**src/rtl/btc_pkg.sv**
```systemverilog
package btc_pkg;

    // Port field widths
    localparam int RAW_W    = 24;
    localparam int CAL_W    = 16;
    localparam int IDX_W    = 3;
    localparam int TEMP_O_W = 15;
    localparam int PRES_O_W = 17;

    // Internal datapath widths, sized to the worst case of every field
    localparam int DT_W      = 26;
    localparam int PROD_W    = 43;
    localparam int DT2_W     = 48;
    localparam int TQ_W      = 18;
    localparam int OFFQ_W    = 35;
    localparam int SENSQ_W   = 34;
    localparam int TEMP_W    = 19;
    localparam int TEMPF_W   = 20;
    localparam int T2_W      = 17;
    localparam int OFF_W     = 41;
    localparam int SENS_W    = 39;
    localparam int SQA_W     = 34;
    localparam int SQB_W     = 36;
    localparam int SENS_LO_W = 20;
    localparam int SENS_HI_W = SENS_W - SENS_LO_W;
    localparam int PP_LO_W   = RAW_W + SENS_LO_W;
    localparam int PP_HI_W   = RAW_W + 1 + SENS_HI_W - 1;
    localparam int PSUM_W    = 64;
    localparam int Q_W       = 43;
    localparam int PQ_W      = 28;

    // Scaling shifts
    localparam int C5_SHIFT     = 8;
    localparam int TEMP_SHIFT   = 23;
    localparam int OFF_C_SHIFT  = 17;
    localparam int OFF_T_SHIFT  = 6;
    localparam int SENS_C_SHIFT = 16;
    localparam int SENS_T_SHIFT = 7;
    localparam int T2_SHIFT     = 31;
    localparam int OFF2_SHIFT   = 4;
    localparam int P1_SHIFT     = 21;
    localparam int P2_SHIFT     = 15;

    // Correction coefficients and limits
    localparam int OFF2_COLD_K   = 61;
    localparam int OFF2_VCOLD_K  = 15;
    localparam int SENS2_COLD_K  = 2;
    localparam int SENS2_VCOLD_K = 8;
    localparam int TEMP_REF      = 2000;
    localparam int TEMP_VCOLD    = -1500;
    localparam int TEMP_MIN      = -4000;
    localparam int TEMP_MAX      = 8500;
    localparam int PRES_MAX      = 131071;

    // Calibration register indexes
    typedef enum logic [IDX_W-1:0] {
        CFG_C1 = 3'd0,
        CFG_C2 = 3'd1,
        CFG_C3 = 3'd2,
        CFG_C4 = 3'd3,
        CFG_C5 = 3'd4,
        CFG_C6 = 3'd5
    } t_cfg_idx;

    typedef struct packed {
        logic [CAL_W-1:0] c1;
        logic [CAL_W-1:0] c2;
        logic [CAL_W-1:0] c3;
        logic [CAL_W-1:0] c4;
        logic [CAL_W-1:0] c5;
        logic [CAL_W-1:0] c6;
    } t_cal;

    typedef struct packed {
        logic [RAW_W-1:0] d1;
        logic [RAW_W-1:0] d2;
    } t_raw;

    // First-order results and the terms the cold correction needs
    typedef struct packed {
        logic [RAW_W-1:0]         d1;
        logic signed [TEMP_W-1:0] temp;
        logic signed [TQ_W-1:0]   a;
        logic signed [TEMP_W-1:0] b;
        logic signed [OFF_W-1:0]  off;
        logic signed [SENS_W-1:0] sens;
        logic [T2_W-1:0]          t2;
        logic                     cold;
        logic                     vcold;
    } t_fo;

    // Corrected temperature, offset and sensitivity
    typedef struct packed {
        logic [RAW_W-1:0]          d1;
        logic signed [TEMPF_W-1:0] temp;
        logic signed [OFF_W-1:0]   off;
        logic signed [SENS_W-1:0]  sens;
    } t_so;

    typedef struct packed {
        logic signed [TEMP_O_W-1:0] temperature_centi;
        logic [PRES_O_W-1:0]        pressure_centi;
    } t_res;

endpackage

```
**src/rtl/btc_cfg_regs.sv**
```systemverilog
module btc_cfg_regs (
    input  logic                        i_clk,
    input  logic                        i_rst_n,
    input  logic                        i_wr_vld,
    input  logic [btc_pkg::IDX_W-1:0]   i_wr_idx,
    input  logic [btc_pkg::CAL_W-1:0]   i_wr_data,
    output logic                        o_wr_rdy,
    output btc_pkg::t_cal               o_cal
);
    import btc_pkg::*;

    t_cal r_cal;

    assign o_wr_rdy = 1'b1;
    assign o_cal    = r_cal;

    // Store the calibration word; drop writes beyond the last register
    always_ff @(posedge i_clk) begin
        if (!i_rst_n) begin
            r_cal <= '0;
        end else if (i_wr_vld) begin
            case (i_wr_idx)
                CFG_C1:  r_cal.c1 <= i_wr_data;
                CFG_C2:  r_cal.c2 <= i_wr_data;
                CFG_C3:  r_cal.c3 <= i_wr_data;
                CFG_C4:  r_cal.c4 <= i_wr_data;
                CFG_C5:  r_cal.c5 <= i_wr_data;
                CFG_C6:  r_cal.c6 <= i_wr_data;
                default: r_cal    <= r_cal;
            endcase
        end
    end

endmodule

```
**config.mk**
```make
export PLATFORM = sky130hd
export DESIGN_NAME = btc_cfg_regs
export DESIGN_NICKNAME = d
export VERILOG_FILES = /design/src/rtl/btc_pkg.sv /design/src/rtl/btc_cfg_regs.sv
export SDC_FILE = /design/constraint.sdc
export NUM_CORES = 1
export LEC_CHECK = 0
export BUFFER_PORTS_ARGS = -buffer_cell sky130_fd_sc_hd__buf_2
export CAP_MARGIN = 20
export CORE_MARGIN = 4
export CORE_UTILIZATION = 25
export DETAILED_ROUTE_END_ITERATION = 7
export GPL_TIMING_DRIVEN = 0
export PLACE_DENSITY_LB_ADDON = 0.25
export SETUP_SLACK_MARGIN = 0.15
export SKIP_CTS_REPAIR_TIMING = 1
export SYNTH_ARGS = -nofsm -noshare
export SYNTH_HDL_FRONTEND = slang
export SYNTH_SLANG_ARGS = --single-unit
```
**constraint.sdc**
```tcl
create_clock -name i_clk -period 2.2 [get_ports i_clk]
set_clock_uncertainty 0.05 [all_clocks]
set_input_delay 0.33 -clock i_clk [delete_from_list [all_inputs] [get_ports i_clk]]
set_output_delay 0.33 -clock i_clk [all_outputs]
set_load 0.02 [all_outputs]
```
==> impl_metrics.json <==
{
  "syn_area_per_cell_sq_um": 10.4,
  "drive_gt1_share_pct": 30.6,
  "die_w_um": 126,
  "ys_seq_elements": 96,
  "grt_pass1_wl_mm": 16.3,
  "multi_input_area_sq_um": 1450,
  "hpwlAfterDp_mm": 7.73,
  "fillers": 1442,
  "drc": 0,
  "rows": 43,
  "drtIter0Drc": 84,
  "routed_wl_mm": 10.6,
  "cts_tree": "done",
  "synth-async-reset-ratio_pct": 0,
  "outcome": "finished, final reports clean",
  "reg2reg_depth": 2,
  "route.met2.wl_mm": 4.89,
  "cts.reportedPaths.clkPinSlew_ps": 60,
  "area.growth.synth_to_final_pct": 30.6,
  "maxCapViolCount": 0,
  "leakage_nw": 2.50,
  "critPathTopFamily": "buffers and inverters",
  "clk_path_buf_depth": 2,
  "crit_path_frequent_cell": "clkbuf_1",
  "slew_headroom_pct": 59.0,
  "yosysMostFrequentCell": "nand2_1",
  "io_pins": 119,
  "powerDensity_nw_per_um2": 768,
  "seq_area_frac_synth_pct": 54.8,
  "fin_crit_ps": 1310,
  "synth-edff-count": 0,
  "hold_slack_ps": 338,
  "drtPass1Iterations": 4,
  "met1_length_mm": 4.86,
  "critical_path_class": "in -> reg",
  "clock_sinks": 96,
  "setup_viol": 0,
  "grt_max_degree": 15,
  "clockRootBuffer": "clkbuf_16",
  "synth.area.top_cells": "dfxtp_1 55%, mux2i_1 27%, nand2_1 12%",
  "rsz0062_at_grt": "false",
  "yosys_warnings": 0,
  "worst_setup_path_start_kind": "primary input",
  "vias": 2735,
  "routabilityCongestion": 0.763,
  "grt_pass1_vias": 2803,
  "period_share_pct": 59.4,
  "synth_area_sq_um": 3510,
  "synth_top_area_cell": "dfxtp_1",
  "antenna_found_initial": 0,
  "cp_max_fo": 10,
  "slew_viol_final": 0,
  "worst-path-stages": 4,
  "overflow": 0,
  "avgViaCountPerCell": 4.22,
  "cp-end-kind": "flip-flop",
  "crit_chain": "clkbuf_1 > clkbuf_1 > nand2_1 > mux2i_1",
  "die_area_sq_um": 16000,
  "tightest_slew_ps": 615,
  "cpPeakStageDelay_ps": 530,
  "regArea_sq_um": 1920,
  "synth_flop_cell": "dfxtp_1",
  "die_y_um": 126,
  "numCtsBuffers": 9,
  "htreeDepth": 3,
  "synth_nets": 358,
  "ant_nets": 0,
  "track_usage_pct": 13.5,
  "hold_violations": 0,
  "wl_per_cell_um": 16.4,
  "setup_tns_ps": 0,
  "synthCells": 336,
  "cpMaxStageDelayCell": "clkbuf_1",
  "yosysUniqueCellTypes": 14,
  "n_antenna_cell": 0,
  "dr_wl_met3_um": 596,
  "post-route-util_pct": 33.1,
  "largest_reg_flops": 96,
  "design_power_total_mw": 3.52,
  "fmax_mhz": 765,
  "start_util_pct": 25.4,
  "final_nets": 485,
  "worst_ir_drop_vdd_mv": 0.318,
  "highest_layer": "met4",
  "required_ps": 2410,
  "fp.coreArea_sq_um": 13800,
  "hold_class": "in -> reg",
  "clk_latency_ps": 340,
  "min_path_cells": 3,
  "ys_top_cells_by_count": "112 x nand2_1, 96 x dfxtp_1, 96 x mux2i_1",
  "critPathBufInv": 2,
  "portBuffers": 116,
  "synth_top_area_share_pct": 54.8,
  "arrival_ps": 1520
}
cells in the final DEF (no fill, tap or decap):
cell type,instances
mux2i_1,96
buf_6,1
or4b_1,1
clkinv_2,2
clkbuf_8,1
clkbuf_16,9
nand4b_1,2
clkbuf_1,14
buf_12,1
buf_2,125
conb_1,1
nand4bb_1,2
and4bb_2,1
dfxtp_1,96
nand2_1,112
buf_1,1
clkinvlp_4,1
buf_4,2
cell type report:
class	count	area share (%)
flip-flops and latches	96	42.0
multi-input cells	215	31.6
repair buffers	116	12.7
clock buffers	13	5.46
well taps	180	4.92
plain buffers	25	2.98
clock inverters	3	0.383
per-layer routing:
layer  vias to the layer above  track usage (%)
met3                        17             3.87
li1                       1363                -
met5                         -                0
met1                      1269             17.4
met2                        86             21.0
met4                         0             6.18
path summary, 6_finish.rpt:
check | startpoint | end | slack, ps
worst min-delay path | i_wr_data[13] | o_cal[93]$_SDFFE_PN0P_ | 340
worst min register to register | o_cal[18]$_SDFFE_PN0P_ | o_cal[18]$_SDFFE_PN0P_ | 400
worst max register to register | o_cal[33]$_SDFFE_PN0P_ | o_cal[33]$_SDFFE_PN0P_ | 1490
worst max-delay path | i_rst_n | o_cal[24]$_SDFFE_PN0P_ | 890
cell families (layout without fill, tap and decap cells):
group / count (synthesis) / count (layout) / synth area share (%)
and+or+nand+nor: 118 / 118 / 13.8
DFF: 96 / 96 / 54.8
other: 1 / 1 / 0.107
muxes: 96 / 96 / 27.4
buffers and inverters: 25 / 157 / 3.89
worst min-delay path, cell delays in order:
cell and delay (ps):
buf_2 70, nand2_1 130, mux2i_1 150
report_power, final:
part / switching [mW] / leakage (nW) / internal, mW / total (mW)
registers: 0.0196 / 0.777 / 1.78 / 1.80
clock network: 0.648 / 0.130 / 0.795 / 1.44
logic: 0.188 / 1.59 / 0.0912 / 0.280
total: 0.856 / 2.50 / 2.66 / 3.52
metrics by stage:
step,setup WS [ps],cell area [sq um],std cells
floorplan,770,3510,336
detailed placement,517,4310,632
CTS,873,4580,648
global route,747,4580,648
finish,893,4580,648
global placement,574,4310,632
(Power assumes the default switching activity.)
