<file path="config.mk">
export PLATFORM = sky130hd
export DESIGN_NAME = btc_first_order
export DESIGN_NICKNAME = d
export VERILOG_FILES = /design/src/rtl/btc_pkg.sv /design/src/rtl/btc_first_order.sv
export SDC_FILE = /design/constraint.sdc
export NUM_CORES = 2
export LEC_CHECK = 0
export ABC_AREA = 1
export BUFFER_PORTS_ARGS = -buffer_cell sky130_fd_sc_hd__clkbuf_2
export CAP_MARGIN = 40
export CORE_MARGIN = 1.5
export CORE_UTILIZATION = 50
export DETAILED_ROUTE_END_ITERATION = 7
export MAX_ROUTING_LAYER = met4
export PLACE_DENSITY_LB_ADDON = 0.05
export SLEW_MARGIN = 20
export SYNTH_ARGS = -nofsm -noshare
export SYNTH_HDL_FRONTEND = slang
export SYNTH_SLANG_ARGS = --single-unit
</file>
<file path="constraint.sdc">
create_clock -name i_clk -period 23.2 [get_ports i_clk]
set_input_delay 4.64 -clock i_clk [delete_from_list [all_inputs] [get_ports i_clk]]
set_output_delay 4.64 -clock i_clk [all_outputs]
set_load 0.02 [all_outputs]
</file>
<file path="src/rtl/btc_pkg.sv">
package btc_pkg;

    // Port field widths
    localparam int RAW_W    = 24;
    localparam int CAL_W    = 16;
    localparam int IDX_W    = 3;
    localparam int TEMP_O_W = 15;
    localparam int PRES_O_W = 17;

    // Internal datapath widths, sized to the worst case of every field
    localparam int DT_W      = 26;
    localparam int PROD_W    = 43;
    localparam int DT2_W     = 48;
    localparam int TQ_W      = 18;
    localparam int OFFQ_W    = 35;
    localparam int SENSQ_W   = 34;
    localparam int TEMP_W    = 19;
    localparam int TEMPF_W   = 20;
    localparam int T2_W      = 17;
    localparam int OFF_W     = 41;
    localparam int SENS_W    = 39;
    localparam int SQA_W     = 34;
    localparam int SQB_W     = 36;
    localparam int SENS_LO_W = 20;
    localparam int SENS_HI_W = SENS_W - SENS_LO_W;
    localparam int PP_LO_W   = RAW_W + SENS_LO_W;
    localparam int PP_HI_W   = RAW_W + 1 + SENS_HI_W - 1;
    localparam int PSUM_W    = 64;
    localparam int Q_W       = 43;
    localparam int PQ_W      = 28;

    // Scaling shifts
    localparam int C5_SHIFT     = 8;
    localparam int TEMP_SHIFT   = 23;
    localparam int OFF_C_SHIFT  = 17;
    localparam int OFF_T_SHIFT  = 6;
    localparam int SENS_C_SHIFT = 16;
    localparam int SENS_T_SHIFT = 7;
    localparam int T2_SHIFT     = 31;
    localparam int OFF2_SHIFT   = 4;
    localparam int P1_SHIFT     = 21;
    localparam int P2_SHIFT     = 15;

    // Correction coefficients and limits
    localparam int OFF2_COLD_K   = 61;
    localparam int OFF2_VCOLD_K  = 15;
    localparam int SENS2_COLD_K  = 2;
    localparam int SENS2_VCOLD_K = 8;
    localparam int TEMP_REF      = 2000;
    localparam int TEMP_VCOLD    = -1500;
    localparam int TEMP_MIN      = -4000;
    localparam int TEMP_MAX      = 8500;
    localparam int PRES_MAX      = 131071;

    // Calibration register indexes
    typedef enum logic [IDX_W-1:0] {
        CFG_C1 = 3'd0,
        CFG_C2 = 3'd1,
        CFG_C3 = 3'd2,
        CFG_C4 = 3'd3,
        CFG_C5 = 3'd4,
        CFG_C6 = 3'd5
    } t_cfg_idx;

    typedef struct packed {
        logic [CAL_W-1:0] c1;
        logic [CAL_W-1:0] c2;
        logic [CAL_W-1:0] c3;
        logic [CAL_W-1:0] c4;
        logic [CAL_W-1:0] c5;
        logic [CAL_W-1:0] c6;
    } t_cal;

    typedef struct packed {
        logic [RAW_W-1:0] d1;
        logic [RAW_W-1:0] d2;
    } t_raw;

    // First-order results and the terms the cold correction needs
    typedef struct packed {
        logic [RAW_W-1:0]         d1;
        logic signed [TEMP_W-1:0] temp;
        logic signed [TQ_W-1:0]   a;
        logic signed [TEMP_W-1:0] b;
        logic signed [OFF_W-1:0]  off;
        logic signed [SENS_W-1:0] sens;
        logic [T2_W-1:0]          t2;
        logic                     cold;
        logic                     vcold;
    } t_fo;

    // Corrected temperature, offset and sensitivity
    typedef struct packed {
        logic [RAW_W-1:0]          d1;
        logic signed [TEMPF_W-1:0] temp;
        logic signed [OFF_W-1:0]   off;
        logic signed [SENS_W-1:0]  sens;
    } t_so;

    typedef struct packed {
        logic signed [TEMP_O_W-1:0] temperature_centi;
        logic [PRES_O_W-1:0]        pressure_centi;
    } t_res;

endpackage

</file>
<file path="src/rtl/btc_first_order.sv">
module btc_first_order (
    input  logic          i_clk,
    input  logic          i_rst_n,
    input  btc_pkg::t_cal i_cal,
    input  logic          i_vld,
    input  btc_pkg::t_raw i_raw,
    output logic          o_rdy,
    output logic          o_vld,
    output btc_pkg::t_fo  o_fo,
    input  logic          i_rdy
);
    import btc_pkg::*;

    logic rdy1, rdy2, rdy3;
    logic r_vld1, r_vld2, r_vld3;

    // Stage 1: temperature difference
    logic [RAW_W-1:0]       r_d1_1;
    logic signed [DT_W-1:0] r_dt1;
    logic signed [DT_W-1:0] n_dt;

    // Stage 2: products with dT
    logic [RAW_W-1:0]         r_d1_2;
    logic signed [PROD_W-1:0] r_p_t, r_p_off, r_p_sens;
    logic [DT2_W-1:0]         r_p_dt2;
    logic signed [PROD_W-1:0] n_p_t, n_p_off, n_p_sens;
    logic signed [DT2_W:0]    n_p_dt2;

    // Stage 3: scaled first-order terms
    t_fo                       r_fo;
    t_fo                       n_fo;
    logic signed [PROD_W-1:0]  adj_t, adj_off, adj_sens;
    logic signed [TQ_W-1:0]    tq;
    logic signed [OFFQ_W-1:0]  offq;
    logic signed [SENSQ_W-1:0] sensq;

    assign rdy3  = !r_vld3 || i_rdy;
    assign rdy2  = !r_vld2 || rdy3;
    assign rdy1  = !r_vld1 || rdy2;
    assign o_rdy = rdy1;
    assign o_vld = r_vld3;
    assign o_fo  = r_fo;

    assign n_dt = $signed({2'b00, i_raw.d2}) - $signed({2'b00, i_cal.c5, 8'h00});

    assign n_p_t    = r_dt1 * $signed({1'b0, i_cal.c6});
    assign n_p_off  = r_dt1 * $signed({1'b0, i_cal.c4});
    assign n_p_sens = r_dt1 * $signed({1'b0, i_cal.c3});
    assign n_p_dt2  = r_dt1 * r_dt1;

    // Truncate toward zero: bias negative values before the arithmetic shift
    always_comb begin
        adj_t    = r_p_t + (r_p_t[PROD_W-1] ?
                            PROD_W'((64'd1 << TEMP_SHIFT) - 64'd1) : '0);
        adj_off  = r_p_off + (r_p_off[PROD_W-1] ?
                              PROD_W'((64'd1 << OFF_T_SHIFT) - 64'd1) : '0);
        adj_sens = r_p_sens + (r_p_sens[PROD_W-1] ?
                               PROD_W'((64'd1 << SENS_T_SHIFT) - 64'd1) : '0);
        tq    = adj_t[TEMP_SHIFT+TQ_W-1:TEMP_SHIFT];
        offq  = adj_off[OFF_T_SHIFT+OFFQ_W-1:OFF_T_SHIFT];
        sensq = adj_sens[SENS_T_SHIFT+SENSQ_W-1:SENS_T_SHIFT];

        n_fo.d1    = r_d1_2;
        n_fo.a     = tq;
        n_fo.temp  = TEMP_W'(tq) + TEMP_W'(TEMP_REF);
        n_fo.b     = TEMP_W'(tq) + TEMP_W'(TEMP_REF - TEMP_VCOLD);
        n_fo.off   = $signed(OFF_W'(i_cal.c2) << OFF_C_SHIFT) + OFF_W'(offq);
        n_fo.sens  = $signed(SENS_W'(i_cal.c1) << SENS_C_SHIFT) + SENS_W'(sensq);
        n_fo.t2    = r_p_dt2[T2_SHIFT+T2_W-1:T2_SHIFT];
        n_fo.cold  = tq[TQ_W-1];
        n_fo.vcold = n_fo.b[TEMP_W-1];
    end

    // Advance valid bits wherever the next stage is free
    always_ff @(posedge i_clk) begin
        if (!i_rst_n) begin
            r_vld1 <= 1'b0;
            r_vld2 <= 1'b0;
            r_vld3 <= 1'b0;
        end else begin
            if (rdy1) r_vld1 <= i_vld;
            if (rdy2) r_vld2 <= r_vld1;
            if (rdy3) r_vld3 <= r_vld2;
        end
    end

    // Load payload only with a valid beat
    always_ff @(posedge i_clk) begin
        if (rdy1 && i_vld) begin
            r_d1_1 <= i_raw.d1;
            r_dt1  <= n_dt;
        end
        if (rdy2 && r_vld1) begin
            r_d1_2   <= r_d1_1;
            r_p_t    <= n_p_t;
            r_p_off  <= n_p_off;
            r_p_sens <= n_p_sens;
            r_p_dt2  <= n_p_dt2[DT2_W-1:0];
        end
        if (rdy3 && r_vld2) begin
            r_fo <= n_fo;
        end
    end

endmodule

</file>
==> metrics.cfg <==
[final_layout]
num-nets-final=12300
finalInstanceArea_um2=88700
area.sequential_um2=11400
final_cell_count_no_fill=12100
drive_gt1_share_pct=5.66
synthToLayoutAreaGrowth_pct=6.27
multiInputGateArea_um2=59200
fillCellCount=15800

[setup_path]
worstPathRequired_ps=23600
reg2reg_from=r_dt1[24]
cp_max_fo=25
cp_data_arrival_time_ps=10650
cp-start-kind=input pin
critical_path_class=in -> reg
crit_path_end_kind=flip-flop
startpoint=i_cal[8]

[synthesis]
synth-seq-cells=381
synth_edf_count=378
yosysTopAreaCellShare_pct=42.4
syn_inst=9774
synth_common_cells=inv_1, nand2_1, fa_1
synth_top_flop_cell=edfxtp_1
synth_top_cell_by_area=fa_1
yosysSeqAreaShare_pct=13.7
avgSynthCellArea_um2=8.53
synth_area_leaders=fa_1, edfxtp_1, inv_1, nand2_1, ha_1
synthesis.area_um2=83400
synthMostInstantiatedCell=inv_1
ys_types=56
yosysWarnings=0
synth_nets=12200
async_flop_share_pct=0

[grt]
antenna_found_initial=1
grt_max_degree=60
overflow=0
grt_usage_pct=26.4
grt_pass1_wl_um=345000
grt_pass1_vias=65100

[place]
placed_area_um2=87000
gp_congestion=0.894
dpl.hpwl_um=171000
numPortBuffers=328
dp_cells=12000

[clock_tree]
cts_buffers=47
cts-root-buf=clkbuf_16
post_cts_buffers=0
holdBufCountCts=0
cts_tree=yes
path_clk_slew_ps=80
clkLatencyLatePin_ps=670
htreeDepth=2
clockBufferDepth=3
cts-resized-gates=0
cts_sinks=381

[floorplan]
die_h_um=411
core_area_um2=165000
die_w_um=411
io_pins=329
start_util_pct=50.4
die-area_um2=169000
num_rows=149

[routing]
vias=59700
ant_nets=0
routed_via_density=4.94
wl_um=206000
detail_route.wl_per_cell_um=17.1
route.detailed.drc=0
drt_iter0_markers=3449
dr.pass1.iters=6

[sta]
slew_viol_final=0
setup_viol=0
max_freq_ghz=0.0976
min_period_ps=10250
rsz0062_at_grt=false
hold_violations=0
setup_tns_ps=0
slew-limit-headroom_pct=40.2
worst_pin_slew_ps=896
holdWs_ps=410
period_share_pct=44.2
skew_ps=46.9

[min_path]
min_from=r_d1_2[20]
holdCritPathClass=reg -> reg

[run]
cap_violations=0

[outcome]
status=completed

sequential cells by signal, summed over array words and instances (netlist names):
signal,count
r_d1_1,24
r_vld2,1
r_p_t,42
o_vld,1
r_p_sens,42
o_fo,162
r_vld1,1
r_p_dt2,17
r_d1_2,24
r_p_off,42
r_dt1,25
path summary, 6_finish.rpt:
| kind | end | slack (ps) | cells after the start |
|---|---|---|---|
| hold / removal | o_fo[175] | 410 | 0 |
| setup / recovery | r_p_t[36] | 12950 | 25 |
| setup reg to reg | r_p_dt2[47] | 14860 | 25 |
| hold reg to reg | o_fo[175] | 410 | 0 |
cell families after synthesis:
group / after synthesis / share of synthesized area [%]
DFF: 381 / 13.7
adders and majority gates: 2302 / 50.4
and+or+nand+nor: 2881 / 13.9
buffers and inverters: 3394 / 15.4
xor gates and xnor gates: 293 / 3.08
AOI/OAI and AO/OA: 523 / 3.56
area by class of cell:
| class | count | share of cell area [%] |
|---|---|---|
| Multi-Input combinational cell | 5999 | 66.8 |
| Sequential cell | 381 | 12.9 |
| Inverter | 3028 | 12.8 |
| Tap cell | 2189 | 3.09 |
| Timing Repair Buffer | 398 | 2.70 |
| Clock buffer | 58 | 1.40 |
| Clock inverter | 25 | 0.320 |
| Antenna cell | 1 | 0.00282 |
metrics by stage:
step                      utilization [%]  worst slack, ps
after floorplan                         -            10040
after global placement               52.5            12300
after detailed placement             52.6            12250
after CTS                            53.5            12970
after global routing                 53.6            12570
final                                53.6            12950
layer usage:
| layer | share of wire (%) | routed length (µm) | up-vias | GRT usage [%] |
|---|---|---|---|---|
| met5 | 0 | 0 | - | - |
| met4 | 1.7 | 3430 | 0 | 4.66 |
| met3 | 4.3 | 8910 | 188 | 2.34 |
| met2 | 48 | 99600 | 1232 | 43.5 |
| met1 | 46 | 94300 | 30100 | 36.2 |
| li1 | - | - | 28100 | - |
worst max-delay path: stages:
cell and delay [ps]:
clkbuf_2 590, nand2_1 180, fa_1 570, inv_1 50, fa_1 500, inv_1 60
fa_1 530, inv_1 50, fa_1 470, inv_1 50, fa_1 470, inv_1 50
fa_1 430, ha_1 380, nand2_1 160, nor2_1 160, inv_1 90, nor3_1 240
nand3_1 120, nand3_1 160, nand2_1 70, nand2_1 110, a21oi_1 110, o21ai_0 250
xor2_1 110
cells in the final DEF (no fill, tap or decap), types with 9 or more instances in the layout:
cell type	n
nor2_4	9
nand2_4	11
o21bai_1	20
nor3_1	64
xor2_1	198
inv_2	15
a21o_1	29
nor2_1	328
o21ai_1	9
buf_4	55
ha_1	535
o21a_1	15
edfxtp_1	378
a31oi_1	34
a21oi_1	253
inv_1	3010
nand3_1	123
clkbuf_2	328
xnor2_1	95
nand2_1	2220
buf_16	9
clkbuf_1	10
nor4_1	18
o21ai_0	115
fa_1	1767
nand4_1	39
clkbuf_16	48
nand2_2	29
Power is not shown: default switching activity piles up to over one toggle a cycle in this logic, so the estimate is an artifact.
