$ cat config.mk
export PLATFORM = sky130hd
export DESIGN_NAME = btc_second_order
export DESIGN_NICKNAME = d
export VERILOG_FILES = /design/src/rtl/btc_pkg.sv /design/src/rtl/btc_second_order.sv
export SDC_FILE = /design/constraint.sdc
export NUM_CORES = 2
export LEC_CHECK = 0
export BUFFER_PORTS_ARGS = -buffer_cell sky130_fd_sc_hd__buf_2
export CAP_MARGIN = 20
export CORE_UTILIZATION = 50
export DETAILED_ROUTE_END_ITERATION = 6
export PLACE_DENSITY = 0.7
export SYNTH_ARGS = -nofsm -noshare
export SYNTH_HDL_FRONTEND = slang
export SYNTH_SLANG_ARGS = --single-unit
export TNS_END_PERCENT = 20
$ cat constraint.sdc
create_clock -name i_clk -period 39.1 [get_ports i_clk]
set_input_delay 9.775 -clock i_clk [delete_from_list [all_inputs] [get_ports i_clk]]
set_output_delay 9.775 -clock i_clk [all_outputs]
set_load 0.01 [all_outputs]
$ cat src/rtl/btc_pkg.sv
package btc_pkg;

    // Port field widths
    localparam int RAW_W    = 24;
    localparam int CAL_W    = 16;
    localparam int IDX_W    = 3;
    localparam int TEMP_O_W = 15;
    localparam int PRES_O_W = 17;

    // Internal datapath widths, sized to the worst case of every field
    localparam int DT_W      = 26;
    localparam int PROD_W    = 43;
    localparam int DT2_W     = 48;
    localparam int TQ_W      = 18;
    localparam int OFFQ_W    = 35;
    localparam int SENSQ_W   = 34;
    localparam int TEMP_W    = 19;
    localparam int TEMPF_W   = 20;
    localparam int T2_W      = 17;
    localparam int OFF_W     = 41;
    localparam int SENS_W    = 39;
    localparam int SQA_W     = 34;
    localparam int SQB_W     = 36;
    localparam int SENS_LO_W = 20;
    localparam int SENS_HI_W = SENS_W - SENS_LO_W;
    localparam int PP_LO_W   = RAW_W + SENS_LO_W;
    localparam int PP_HI_W   = RAW_W + 1 + SENS_HI_W - 1;
    localparam int PSUM_W    = 64;
    localparam int Q_W       = 43;
    localparam int PQ_W      = 28;

    // Scaling shifts
    localparam int C5_SHIFT     = 8;
    localparam int TEMP_SHIFT   = 23;
    localparam int OFF_C_SHIFT  = 17;
    localparam int OFF_T_SHIFT  = 6;
    localparam int SENS_C_SHIFT = 16;
    localparam int SENS_T_SHIFT = 7;
    localparam int T2_SHIFT     = 31;
    localparam int OFF2_SHIFT   = 4;
    localparam int P1_SHIFT     = 21;
    localparam int P2_SHIFT     = 15;

    // Correction coefficients and limits
    localparam int OFF2_COLD_K   = 61;
    localparam int OFF2_VCOLD_K  = 15;
    localparam int SENS2_COLD_K  = 2;
    localparam int SENS2_VCOLD_K = 8;
    localparam int TEMP_REF      = 2000;
    localparam int TEMP_VCOLD    = -1500;
    localparam int TEMP_MIN      = -4000;
    localparam int TEMP_MAX      = 8500;
    localparam int PRES_MAX      = 131071;

    // Calibration register indexes
    typedef enum logic [IDX_W-1:0] {
        CFG_C1 = 3'd0,
        CFG_C2 = 3'd1,
        CFG_C3 = 3'd2,
        CFG_C4 = 3'd3,
        CFG_C5 = 3'd4,
        CFG_C6 = 3'd5
    } t_cfg_idx;

    typedef struct packed {
        logic [CAL_W-1:0] c1;
        logic [CAL_W-1:0] c2;
        logic [CAL_W-1:0] c3;
        logic [CAL_W-1:0] c4;
        logic [CAL_W-1:0] c5;
        logic [CAL_W-1:0] c6;
    } t_cal;

    typedef struct packed {
        logic [RAW_W-1:0] d1;
        logic [RAW_W-1:0] d2;
    } t_raw;

    // First-order results and the terms the cold correction needs
    typedef struct packed {
        logic [RAW_W-1:0]         d1;
        logic signed [TEMP_W-1:0] temp;
        logic signed [TQ_W-1:0]   a;
        logic signed [TEMP_W-1:0] b;
        logic signed [OFF_W-1:0]  off;
        logic signed [SENS_W-1:0] sens;
        logic [T2_W-1:0]          t2;
        logic                     cold;
        logic                     vcold;
    } t_fo;

    // Corrected temperature, offset and sensitivity
    typedef struct packed {
        logic [RAW_W-1:0]          d1;
        logic signed [TEMPF_W-1:0] temp;
        logic signed [OFF_W-1:0]   off;
        logic signed [SENS_W-1:0]  sens;
    } t_so;

    typedef struct packed {
        logic signed [TEMP_O_W-1:0] temperature_centi;
        logic [PRES_O_W-1:0]        pressure_centi;
    } t_res;

endpackage

$ cat src/rtl/btc_second_order.sv
module btc_second_order (
    input  logic         i_clk,
    input  logic         i_rst_n,
    input  logic         i_vld,
    input  btc_pkg::t_fo i_fo,
    output logic         o_rdy,
    output logic         o_vld,
    output btc_pkg::t_so o_so,
    input  logic         i_rdy
);
    import btc_pkg::*;

    logic rdy4, rdy5, rdy6;
    logic r_vld4, r_vld5, r_vld6;

    // Stage 4: squares of the cold distances
    t_fo                          r_fo4;
    logic [SQA_W-1:0]             r_sq_a;
    logic [SQB_W-1:0]             r_sq_b;
    logic signed [2*TQ_W-1:0]     n_sq_a;
    logic signed [2*TEMP_W-1:0]   n_sq_b;

    // Stage 5: correction terms and corrected temperature
    logic [RAW_W-1:0]          r_d1_5;
    logic signed [TEMPF_W-1:0] r_temp5;
    logic signed [OFF_W-1:0]   r_off5;
    logic signed [SENS_W-1:0]  r_sens5;
    logic [OFF_W-1:0]          r_off2;
    logic [SENS_W-1:0]         r_sens2;
    logic [OFF_W-1:0]          n_off2;
    logic [SENS_W-1:0]         n_sens2;
    logic signed [TEMPF_W-1:0] n_temp5;

    // Stage 6: apply the corrections
    t_so r_so;
    t_so n_so;

    assign rdy6  = !r_vld6 || i_rdy;
    assign rdy5  = !r_vld5 || rdy6;
    assign rdy4  = !r_vld4 || rdy5;
    assign o_rdy = rdy4;
    assign o_vld = r_vld6;
    assign o_so  = r_so;

    assign n_sq_a = i_fo.a * i_fo.a;
    assign n_sq_b = i_fo.b * i_fo.b;

    // Build OFF2 and SENS2, zero above the cold threshold
    always_comb begin
        n_off2  = '0;
        n_sens2 = '0;
        n_temp5 = TEMPF_W'(r_fo4.temp);
        if (r_fo4.cold) begin
            n_off2  = (OFF_W'(r_sq_a) * OFF_W'(OFF2_COLD_K)) >> OFF2_SHIFT;
            n_sens2 = SENS_W'(r_sq_a) * SENS_W'(SENS2_COLD_K);
            n_temp5 = TEMPF_W'(r_fo4.temp) - $signed({3'b000, r_fo4.t2});
            if (r_fo4.vcold) begin
                n_off2  = n_off2 + OFF_W'(r_sq_b) * OFF_W'(OFF2_VCOLD_K);
                n_sens2 = n_sens2 + SENS_W'(r_sq_b) * SENS_W'(SENS2_VCOLD_K);
            end
        end
    end

    always_comb begin
        n_so.d1   = r_d1_5;
        n_so.temp = r_temp5;
        n_so.off  = r_off5 - $signed(r_off2);
        n_so.sens = r_sens5 - $signed(r_sens2);
    end

    // Advance valid bits wherever the next stage is free
    always_ff @(posedge i_clk) begin
        if (!i_rst_n) begin
            r_vld4 <= 1'b0;
            r_vld5 <= 1'b0;
            r_vld6 <= 1'b0;
        end else begin
            if (rdy4) r_vld4 <= i_vld;
            if (rdy5) r_vld5 <= r_vld4;
            if (rdy6) r_vld6 <= r_vld5;
        end
    end

    // Load payload only with a valid beat
    always_ff @(posedge i_clk) begin
        if (rdy4 && i_vld) begin
            r_fo4  <= i_fo;
            r_sq_a <= n_sq_a[SQA_W-1:0];
            r_sq_b <= n_sq_b[SQB_W-1:0];
        end
        if (rdy5 && r_vld4) begin
            r_d1_5  <= r_fo4.d1;
            r_temp5 <= n_temp5;
            r_off5  <= r_fo4.off;
            r_sens5 <= r_fo4.sens;
            r_off2  <= n_off2;
            r_sens2 <= n_sens2;
        end
        if (rdy6 && r_vld5) begin
            r_so <= n_so;
        end
    end

endmodule

==> metrics.csv <==
stage,metric,value,unit
outcome,status,completed,
critical_path,crit-path leading delay family,simple AND/OR/NAND/NOR gates,
sta,Final Slew Violations,0,
critical_path,WP buf/inv,2,
synthesis,Post-synth EDFFs,536,
floorplan,die width,332,um
synthesis,post-synthesis sequential area ratio,0.297,
critical_path,slowest library cell on the worst path,nor2b_1,
sta,worst slew pin tran,1.10,ns
routing,detailed-route wire length,117000,um
clock_tree,Root Buffer,clkbuf_16,
synthesis,gate count after technology mapping,4903,
routing,routed vias,35100,
clock_tree,"Setup Fix Bufs, Post-CTS",0,
critical_path,"most used cell, CP",buf_2,
global_routing,largest net degree at the start of global routing,86,
sta,setup ws final,18.54,ns
layout,fin nets,6652,
routing,number of DRC markers in iteration 0,2031,
global_routing,initial antenna violation count,2,
floorplan,Core Area,108000,um^2
routing,DRT antenna net count,0,
synthesis,synth warn,0,
sta,period utilization,0.526,
sta,Fmax,48.6,MHz
global_routing,gr ovfl total,0,
layout,area grow syn2layout,9.11,%
floorplan,FP Rows,120,
place,pre-CTS WS,18.53,ns
layout,layout cells sized above 1,0.0840,
critical_path,CP Data Arrival Time,10.78,ns
sta,RSZ-0062 raised after global routing,false,
critical_path,Worst Path Max Fanout,6,
global_routing,number of global-route vias before repair,37400,
critical_path,CP Capture Type,primary output,
clock_tree,cts bufs inserted,53,
sta,Slew headroom,0.264,
sta,worst hold slack,0.406,ns
routing,DR pass1 iterations,5,
critical_path,worst path required time,29.32,ns
clock_tree,clock slew at reported path FFs,0.06,ns
synthesis,Post-synth ARST share,0,
routing,routed length per instance,17.7,um
sta,clk_skew,0.0333,ns
synthesis,post-synthesis cell area,54400,um^2
clock_tree,clk_lat worst skew,0.63,ns
layout,post-route insts no fill,6641,
critical_path,critical path launch point type,primary input,
routing,Vias/cell,5.28,
routing,# DRC,0,
floorplan,I/O pin count,309,
clock_tree,CTS-repair resized insts,0,
synthesis,syn nets,6364,
global_routing,Total Routing Usage GR,0.217,
synthesis,ys flop type,edfxtp_1,
clock_tree,hold_buf cts,0,
clock_tree,CTS sink cnt,539,
sta,Total Neg Setup Slack,0,ns
sta,fin crit period,20.56,ns
floorplan,Initial Utilization,0.506,
critical_path,WS Path Type,in -> out,
critical_path,"critical path, cell by cell","buf_2, nor2b_1, nand3_1, buf_2",
clock_tree,clock buffer depth,3,
clock_tree,H-tree depth,2,
min_path,worst min-delay path class,reg -> reg,
floorplan,die height,332,um
place,port bufs,308,
sta,"Hold Vio Cnt, Final",0,
critical_path,FF-to-FF setup slack,30.83,ns
sta,Final setup violation count,0,
floorplan,die area,110000,um^2
synthesis,"Avg Cell Area, Syn",11.1,um^2
critical_path,slowest cell delay on critical path,0.57,ns
global_routing,first-pass GRT wire length,192000,um
clock_tree,CTS tree,done,
run,Max-cap violations,0,
synthesis,register bit count reported by yosys,539,
synthesis,Synth cell types,81,
place,GPL Wtd Cong,0.903,
place,post-DP HPWL,94200,um
place,placed insts,6538,
[cells by family (layout without fill, tap and decap cells)]
group | count (synthesis) | in the layout | synth area share
compound gates | 729 | 729 | 0.0877
flops | 539 | 539 | 0.297
mux | 51 | 51 | 0.00964
xor+xnor | 257 | 257 | 0.0414
fa+ha+maj | 1278 | 1278 | 0.405
simple gates | 922 | 922 | 0.0818
buf+inv | 1126 | 1458 | 0.0777
other cells | 1 | 4 | 0.0000689
[synth_stat cells, types with 23 or more instances]
master,instances,area (um^2)
inv_1,1038,3900
fa_1,802,16100
edfxtp_1,536,16100
ha_1,476,5960
nand2_1,287,1080
nor2_1,215,807
a21oi_1,208,1040
xnor2_1,191,1670
and2_1,146,913
o21ai_0,114,571
a21o_1,100,751
clkbuf_1,78,293
xor2_1,66,578
nand3_1,49,245
nor2b_1,44,275
a211oi_1,43,323
nand2b_1,43,269
mux2i_1,40,400
nor3_1,40,200
a31oi_1,33,206
o21a_1,33,248
o21bai_1,33,248
and3_1,32,200
o21ai_1,23,115
[cell usage in the layout (no fill, tap or decap), types with 15 or more instances in the layout]
master,count
inv_1,1037
fa_1,802
nor2_1,215
o21bai_1,33
nand4_1,15
a21boi_0,16
ha_1,476
nand2b_1,43
nor2b_1,43
and2_1,146
or3_1,16
xnor2_1,191
mux2i_1,40
a21o_1,100
nand3_1,49
o21ai_1,23
edfxtp_1,536
xor2_1,66
buf_2,308
o211ai_1,15
o21a_1,33
clkbuf_16,53
a21oi_1,208
and3_1,32
nor3_1,40
o21ai_0,114
nand2_1,287
a211oi_1,43
a31oi_1,32
[through the flow]
| step | cell area [um^2] | util |
|---|---|---|
| global placement | 57500 | 0.535 |
| detailed placement | 57500 | 0.535 |
| global route | 59300 | 0.552 |
| finish | 59300 | 0.552 |
| floorplan | 54400 | - |
| CTS | 59300 | 0.552 |
[routing by layer]
layer,vias up,GRT usage,wire (um)
met1,17500,0.284,50400
met3,156,0.0234,5870
met4,0,0.0559,2800
met5,-,0,0
li1,16600,-,-
met2,866,0.384,58300
[worst paths after layout]
path / start / end / cells after the start
worst max-delay path: i_rdy / o_rdy / 4
worst min-delay path: r_fo4[94]$_DFFE_PP_ / r_off5[36]$_DFFE_PP_ / 0
worst max register to register: r_sq_a[5]$_DFFE_PP_ / r_off2[39]$_SDFFCE_PN0P_ / 28
worst min register to register: r_fo4[94]$_DFFE_PP_ / r_off5[36]$_DFFE_PP_ / 0
[area by class of cell]
class | count | area (um^2)
antenna | 3 | 7.51
clock buffer | 62 | 1360
clock inverter | 37 | 478
fill | 9093 | 48200
inverter | 1038 | 3900
multi-input combinational | 3238 | 34000
sequential | 539 | 16200
tap | 1403 | 1760
timing repair buffer | 321 | 1650
[registers in the layout (all words and copies together) (netlist names)]
name     cells
r_fo4      142
o_so       124
r_off2      41
r_off5      41
r_sens5     39
r_sens2     37
r_sq_b      35
r_sq_a      33
r_d1_5      24
r_temp5     20
o_vld        1
r_vld4       1
r_vld5       1
Power is not shown: default switching activity piles up to over one toggle a cycle in this logic, so the estimate is an artifact.
