[src/rtl/btc_pkg.sv]
package btc_pkg;

    // Port field widths
    localparam int RAW_W    = 24;
    localparam int CAL_W    = 16;
    localparam int IDX_W    = 3;
    localparam int TEMP_O_W = 15;
    localparam int PRES_O_W = 17;

    // Internal datapath widths, sized to the worst case of every field
    localparam int DT_W      = 26;
    localparam int PROD_W    = 43;
    localparam int DT2_W     = 48;
    localparam int TQ_W      = 18;
    localparam int OFFQ_W    = 35;
    localparam int SENSQ_W   = 34;
    localparam int TEMP_W    = 19;
    localparam int TEMPF_W   = 20;
    localparam int T2_W      = 17;
    localparam int OFF_W     = 41;
    localparam int SENS_W    = 39;
    localparam int SQA_W     = 34;
    localparam int SQB_W     = 36;
    localparam int SENS_LO_W = 20;
    localparam int SENS_HI_W = SENS_W - SENS_LO_W;
    localparam int PP_LO_W   = RAW_W + SENS_LO_W;
    localparam int PP_HI_W   = RAW_W + 1 + SENS_HI_W - 1;
    localparam int PSUM_W    = 64;
    localparam int Q_W       = 43;
    localparam int PQ_W      = 28;

    // Scaling shifts
    localparam int C5_SHIFT     = 8;
    localparam int TEMP_SHIFT   = 23;
    localparam int OFF_C_SHIFT  = 17;
    localparam int OFF_T_SHIFT  = 6;
    localparam int SENS_C_SHIFT = 16;
    localparam int SENS_T_SHIFT = 7;
    localparam int T2_SHIFT     = 31;
    localparam int OFF2_SHIFT   = 4;
    localparam int P1_SHIFT     = 21;
    localparam int P2_SHIFT     = 15;

    // Correction coefficients and limits
    localparam int OFF2_COLD_K   = 61;
    localparam int OFF2_VCOLD_K  = 15;
    localparam int SENS2_COLD_K  = 2;
    localparam int SENS2_VCOLD_K = 8;
    localparam int TEMP_REF      = 2000;
    localparam int TEMP_VCOLD    = -1500;
    localparam int TEMP_MIN      = -4000;
    localparam int TEMP_MAX      = 8500;
    localparam int PRES_MAX      = 131071;

    // Calibration register indexes
    typedef enum logic [IDX_W-1:0] {
        CFG_C1 = 3'd0,
        CFG_C2 = 3'd1,
        CFG_C3 = 3'd2,
        CFG_C4 = 3'd3,
        CFG_C5 = 3'd4,
        CFG_C6 = 3'd5
    } t_cfg_idx;

    typedef struct packed {
        logic [CAL_W-1:0] c1;
        logic [CAL_W-1:0] c2;
        logic [CAL_W-1:0] c3;
        logic [CAL_W-1:0] c4;
        logic [CAL_W-1:0] c5;
        logic [CAL_W-1:0] c6;
    } t_cal;

    typedef struct packed {
        logic [RAW_W-1:0] d1;
        logic [RAW_W-1:0] d2;
    } t_raw;

    // First-order results and the terms the cold correction needs
    typedef struct packed {
        logic [RAW_W-1:0]         d1;
        logic signed [TEMP_W-1:0] temp;
        logic signed [TQ_W-1:0]   a;
        logic signed [TEMP_W-1:0] b;
        logic signed [OFF_W-1:0]  off;
        logic signed [SENS_W-1:0] sens;
        logic [T2_W-1:0]          t2;
        logic                     cold;
        logic                     vcold;
    } t_fo;

    // Corrected temperature, offset and sensitivity
    typedef struct packed {
        logic [RAW_W-1:0]          d1;
        logic signed [TEMPF_W-1:0] temp;
        logic signed [OFF_W-1:0]   off;
        logic signed [SENS_W-1:0]  sens;
    } t_so;

    typedef struct packed {
        logic signed [TEMP_O_W-1:0] temperature_centi;
        logic [PRES_O_W-1:0]        pressure_centi;
    } t_res;

endpackage

[src/rtl/btc_pressure.sv]
module btc_pressure (
    input  logic          i_clk,
    input  logic          i_rst_n,
    input  logic          i_vld,
    input  btc_pkg::t_so  i_so,
    output logic          o_rdy,
    output logic          o_vld,
    output btc_pkg::t_res o_res,
    input  logic          i_rdy
);
    import btc_pkg::*;

    logic rdy7, rdy8, rdy9, rdy10;
    logic r_vld7, r_vld8, r_vld9, r_vld10;

    // Stage 7: D1 x SENS as two partial products
    logic [PP_LO_W-1:0]         r_pp_lo;
    logic signed [PP_HI_W-1:0]  r_pp_hi;
    logic signed [TEMPF_W-1:0]  r_temp7;
    logic signed [OFF_W-1:0]    r_off7;
    logic [PP_LO_W-1:0]         n_pp_lo;
    logic signed [PP_HI_W-1:0]  n_pp_hi;

    // Stage 8: recombine the product
    logic signed [PSUM_W-1:0]   r_prod;
    logic signed [TEMPF_W-1:0]  r_temp8;
    logic signed [OFF_W-1:0]    r_off8;
    logic signed [PSUM_W-1:0]   n_prod;

    // Stage 9: scale and take off the offset
    logic signed [Q_W-1:0]      r_q;
    logic signed [TEMPF_W-1:0]  r_temp9;
    logic signed [PSUM_W-1:0]   adj_prod;
    logic signed [Q_W-1:0]      n_q;

    // Stage 10: final scale and saturation
    t_res                       r_res;
    t_res                       n_res;
    logic signed [Q_W-1:0]      adj_q;
    logic signed [PQ_W-1:0]     pq;

    assign rdy10 = !r_vld10 || i_rdy;
    assign rdy9  = !r_vld9 || rdy10;
    assign rdy8  = !r_vld8 || rdy9;
    assign rdy7  = !r_vld7 || rdy8;
    assign o_rdy = rdy7;
    assign o_vld = r_vld10;
    assign o_res = r_res;

    assign n_pp_lo = PP_LO_W'(i_so.d1) * PP_LO_W'(i_so.sens[SENS_LO_W-1:0]);
    assign n_pp_hi = $signed({1'b0, i_so.d1}) * $signed(i_so.sens[SENS_W-1:SENS_LO_W]);

    assign n_prod = (PSUM_W'(r_pp_hi) <<< SENS_LO_W) + $signed(PSUM_W'(r_pp_lo));

    // Truncate toward zero, then subtract the offset
    always_comb begin
        adj_prod = r_prod + (r_prod[PSUM_W-1] ?
                             PSUM_W'((64'd1 << P1_SHIFT) - 64'd1) : '0);
        n_q = adj_prod[P1_SHIFT+Q_W-1:P1_SHIFT] - Q_W'(r_off8);
    end

    // Truncate toward zero, then clamp both results
    always_comb begin
        adj_q = r_q + (r_q[Q_W-1] ? Q_W'((64'd1 << P2_SHIFT) - 64'd1) : '0);
        pq    = adj_q[P2_SHIFT+PQ_W-1:P2_SHIFT];
        if (pq[PQ_W-1]) begin
            n_res.pressure_centi = '0;
        end else if (pq > PQ_W'(PRES_MAX)) begin
            n_res.pressure_centi = PRES_O_W'(PRES_MAX);
        end else begin
            n_res.pressure_centi = pq[PRES_O_W-1:0];
        end
        if (r_temp9 < TEMPF_W'(TEMP_MIN)) begin
            n_res.temperature_centi = TEMP_O_W'(TEMP_MIN);
        end else if (r_temp9 > TEMPF_W'(TEMP_MAX)) begin
            n_res.temperature_centi = TEMP_O_W'(TEMP_MAX);
        end else begin
            n_res.temperature_centi = r_temp9[TEMP_O_W-1:0];
        end
    end

    // Advance valid bits wherever the next stage is free
    always_ff @(posedge i_clk) begin
        if (!i_rst_n) begin
            r_vld7  <= 1'b0;
            r_vld8  <= 1'b0;
            r_vld9  <= 1'b0;
            r_vld10 <= 1'b0;
        end else begin
            if (rdy7)  r_vld7  <= i_vld;
            if (rdy8)  r_vld8  <= r_vld7;
            if (rdy9)  r_vld9  <= r_vld8;
            if (rdy10) r_vld10 <= r_vld9;
        end
    end

    // Load payload only with a valid beat
    always_ff @(posedge i_clk) begin
        if (rdy7 && i_vld) begin
            r_pp_lo <= n_pp_lo;
            r_pp_hi <= n_pp_hi;
            r_temp7 <= i_so.temp;
            r_off7  <= i_so.off;
        end
        if (rdy8 && r_vld7) begin
            r_prod  <= n_prod;
            r_temp8 <= r_temp7;
            r_off8  <= r_off7;
        end
        if (rdy9 && r_vld8) begin
            r_q     <= n_q;
            r_temp9 <= r_temp8;
        end
        if (rdy10 && r_vld9) begin
            r_res <= n_res;
        end
    end

endmodule

[config.mk]
export PLATFORM = sky130hd
export DESIGN_NAME = btc_pressure
export DESIGN_NICKNAME = d
export VERILOG_FILES = /design/src/rtl/btc_pkg.sv /design/src/rtl/btc_pressure.sv
export SDC_FILE = /design/constraint.sdc
export NUM_CORES = 2
export LEC_CHECK = 0
export BUFFER_PORTS_ARGS = -buffer_cell sky130_fd_sc_hd__buf_2
export CAP_MARGIN = 20
export CORE_ASPECT_RATIO = 0.9
export CORE_MARGIN = 10
export CORE_UTILIZATION = 55
export CTS_BUF_LIST = sky130_fd_sc_hd__clkbuf_8
export CTS_CLUSTER_DIAMETER = 150
export CTS_CLUSTER_SIZE = 40
export DETAILED_ROUTE_END_ITERATION = 10
export GPL_TIMING_DRIVEN = 0
export PLACE_DENSITY_LB_ADDON = 0.05
export SLEW_MARGIN = 0
export SYNTH_ARGS = -nofsm -noshare
export SYNTH_HDL_FRONTEND = slang
export SYNTH_SLANG_ARGS = --single-unit
[constraint.sdc]
create_clock -name i_clk -period 27.7 [get_ports i_clk]
set_input_delay 2.77 -clock i_clk [delete_from_list [all_inputs] [get_ports i_clk]]
set_output_delay 2.77 -clock i_clk [all_outputs]
set_load 0.01 [all_outputs]
==> results_dict.tcl <==
set metrics [dict create \
    core_area_mm2 0.08602 \
    grt_pass1_vias 33180 \
    areaGrowthSynthToFinish_pct 5.877 \
    post_drt_wl_per_cell_um 23.48 \
    numCtsBuffers 13 \
    drt_wl_total_um 141200 \
    grt_max_degree 42 \
    clk-insertion-delay-late_ns 0.61 \
    gr-total-overflow 0 \
    cts_setup_buffers 0 \
    drive_gt1_share_pct 3.992 \
    path_max_fanout 10 \
    die_x_um 330.3 \
    post_cts_resized 0 \
    nFillCells 7689 \
    place_inst 5982 \
    grt_pass1_wl_um 211700 \
    final_common_cell "inv_1" \
    holdBufCountCts 0 \
    rsz0062_at_grt "false" \
    die_h_um 299.2 \
    grt_usage_pct 28.80 \
    ff2ff_path_depth 23 \
    synth_area_mm2 0.04765 \
    netlist_instances 4683 \
    synth_ff_type "edfxtp_1" \
    tightest_slew_ns 1.255 \
    initial_core_util_pct 55.39 \
    numClockSinks 372 \
    antenna_found_initial 15 \
    ys_ff_latch 372 \
    relSlewSlack_pct 16.32 \
    cts_tree "built" \
    finalSetupViolCount 0 \
    htreeDepth 1 \
    via_per_inst 5.477 \
    fin_tns_setup_ns 0 \
    async_flop_share_pct 0 \
    critical_path_class "in2reg" \
    synthesis.nets 5998 \
    crit_arrival_ns 11.46 \
    status "finished clean" \
    die-area_mm2 0.09882 \
    fmax_ghz 0.09020 \
    r2r-start "r_prod[63]$_DFFE_PP_" \
    num_rows 102 \
    synth.distinct_cells 70 \
    holdPathEnd "r_off8[4]$_DFFE_PP_" \
    first_pass_iters 6 \
    io_buffer_count 137 \
    endpoint_kind "flip-flop" \
    hold_violations 0 \
    yosysTopAreaCell "fa_1" \
    reg2reg_to "r_q[40]$_DFFE_PP_" \
    period_needed_ns 11.09 \
    multiInputGateArea_mm2 0.03253 \
    hp-start "r_off7[4]$_DFFE_PP_" \
    min_path_type "reg2reg" \
    avgSynthCellArea_um2 10.17 \
    dp_hpwl_um 117300 \
    synth_area_leaders "fa_1 (32%), edfxtp_1 (23%), ha_1 (11%)" \
    cts.reportedPaths.clkPinSlew_ns 0.22 \
    layout.cells.non_filler 6012 \
    regArea_mm2 0.01113 \
    skew_ns 0.04768 \
    cp-start-kind "primary input" \
    yosys_warnings 0 \
    cp.required_ns 28.07 \
    drt_iter0_markers 2441 \
    cts_buffer_depth 3 \
    drc 0 \
    finish.utilization_pct 58.65 \
    post-route-period-util_pct 40.02 \
    synth_top_area_share_pct 32.23 \
    ant_nets 0 \
    yosysSeqAreaShare_pct 23.36 \
    ios 162 \
    drv_cap 0 \
    slew_violations 0 \
    min_path_cells 0 \
    synth-edff-count 368 \
    num_vias 32930 \
    final_cell_mix "inv_1 (880), fa_1 (767), nand2_1 (552)" \
    gp_congestion 1.021 \
    nNetsFinal 6171 \
    reg2reg_slack_ns 20.40 \
    cts_root_buf "clkbuf_8" \
]
[how the worst max path moves through the flow]
stage	from	end	slack [ns]	cells after the start
after floorplan	i_rdy	r_off8[0]$_DFFE_PP_	14.81	3
after global placement	i_rdy	r_off8[27]$_DFFE_PP_	10.42	4
after detailed placement	i_so[104]	r_pp_lo[41]$_DFFE_PP_	16.18	23
after CTS	i_so[105]	r_pp_lo[41]$_DFFE_PP_	16.77	23
after global routing	i_so[104]	r_pp_lo[37]$_DFFE_PP_	16.40	24
final	i_so[104]	r_pp_lo[41]$_DFFE_PP_	16.61	23
[cell families (layout without fill, tap and decap cells)]
| family | count (synthesis) | after routing | share of synthesized area, % |
|---|---|---|---|
| mux | 3 | 3 | 0.06827 |
| simple gates | 1376 | 1376 | 14.66 |
| flops | 372 | 372 | 23.36 |
| buf+inv | 1071 | 1248 | 8.456 |
| other cells | 0 | 8 | 0 |
| xor+xnor | 216 | 216 | 3.986 |
| fa+ha+maj | 1187 | 1187 | 43.26 |
| compound gates | 458 | 458 | 6.218 |
[flip-flops by register name, summed over array words and instances, names as in the netlist]
signal,count
r_temp7,20
r_off8,41
r_prod,64
r_q,43
r_vld8,1
r_pp_hi,43
r_vld9,1
r_pp_lo,44
r_temp9,20
o_res,32
o_vld,1
r_vld7,1
r_temp8,20
r_off7,41
[per-layer routing]
layer	vias to the layer above	share of wire [%]	GRT usage, %
li1	15020	-	-
met1	16430	43	40.81
met2	1272	44	43.82
met3	199	10	7.195
met4	8	3.2	7.848
met5	-	0.038	0
[synthesized netlist by cell type, types with 4 or more instances]
cell type	n
a211o_1	5
a211oi_1	13
a21boi_0	7
a21o_1	84
a21oi_1	132
a221oi_1	4
a311oi_1	4
a31oi_1	13
a41oi_1	4
and2_1	497
and3_1	28
and4_1	10
buf_1	5
clkbuf_1	188
dfxtp_1	4
edfxtp_1	368
fa_1	767
ha_1	420
inv_1	876
nand2_1	552
nand2b_1	40
nand3_1	62
nand4_1	32
nor2_1	73
nor2b_1	39
nor3_1	24
nor4_1	4
o2111ai_1	4
o211ai_1	13
o21a_1	28
o21ai_0	85
o21ai_1	4
o21bai_1	15
o31ai_1	10
or3_1	5
xnor2_1	149
xor2_1	66
[through the flow]
step | setup WS (ns) | area, um^2 | hold slack (ns)
6_report | 16.61 | 50450 | 0.4369
5_1_grt | 16.40 | 50430 | 0.4518
4_1_cts | 16.77 | 50390 | 0.4351
3_5_place_dp | 16.18 | 50150 | 0.4045
3_3_place_gp | 10.42 | 49760 | 0.4007
2_1_floorplan | 14.81 | 47650 | 0.4003
[critical path: stages]
cell       delay, ns
buf_1           0.82
clkbuf_1        0.90
nand2_1         0.17
fa_1            0.52
fa_1            0.44
fa_1            0.52
fa_1            0.54
inv_1           0.05
fa_1            0.47
fa_1            0.55
inv_1           0.07
fa_1            0.52
inv_1           0.06
ha_1            0.36
and3_1          0.23
nand4_1         0.10
nand4bb_1       0.29
a2111oi_2       0.53
o22ai_1         0.23
o311ai_1        0.52
o21ai_0         0.15
a32oi_1         0.26
xor2_1          0.38
[final cells by class]
class / count / area share [%]
Timing Repair Buffer: 158 / 2.131
Inverter: 876 / 6.518
Clock inverter: 6 / 0.1042
Tap cell: 1144 / 2.837
Multi-Input combinational cell: 3240 / 64.48
Sequential cell: 372 / 22.06
Clock buffer: 13 / 0.3547
Buffer: 195 / 1.471
Antenna cell: 8 / 0.03968
Power is left out: the tool's default activity adds up to more than one toggle a clock period on the data nets, which glitch-free logic cannot reach.
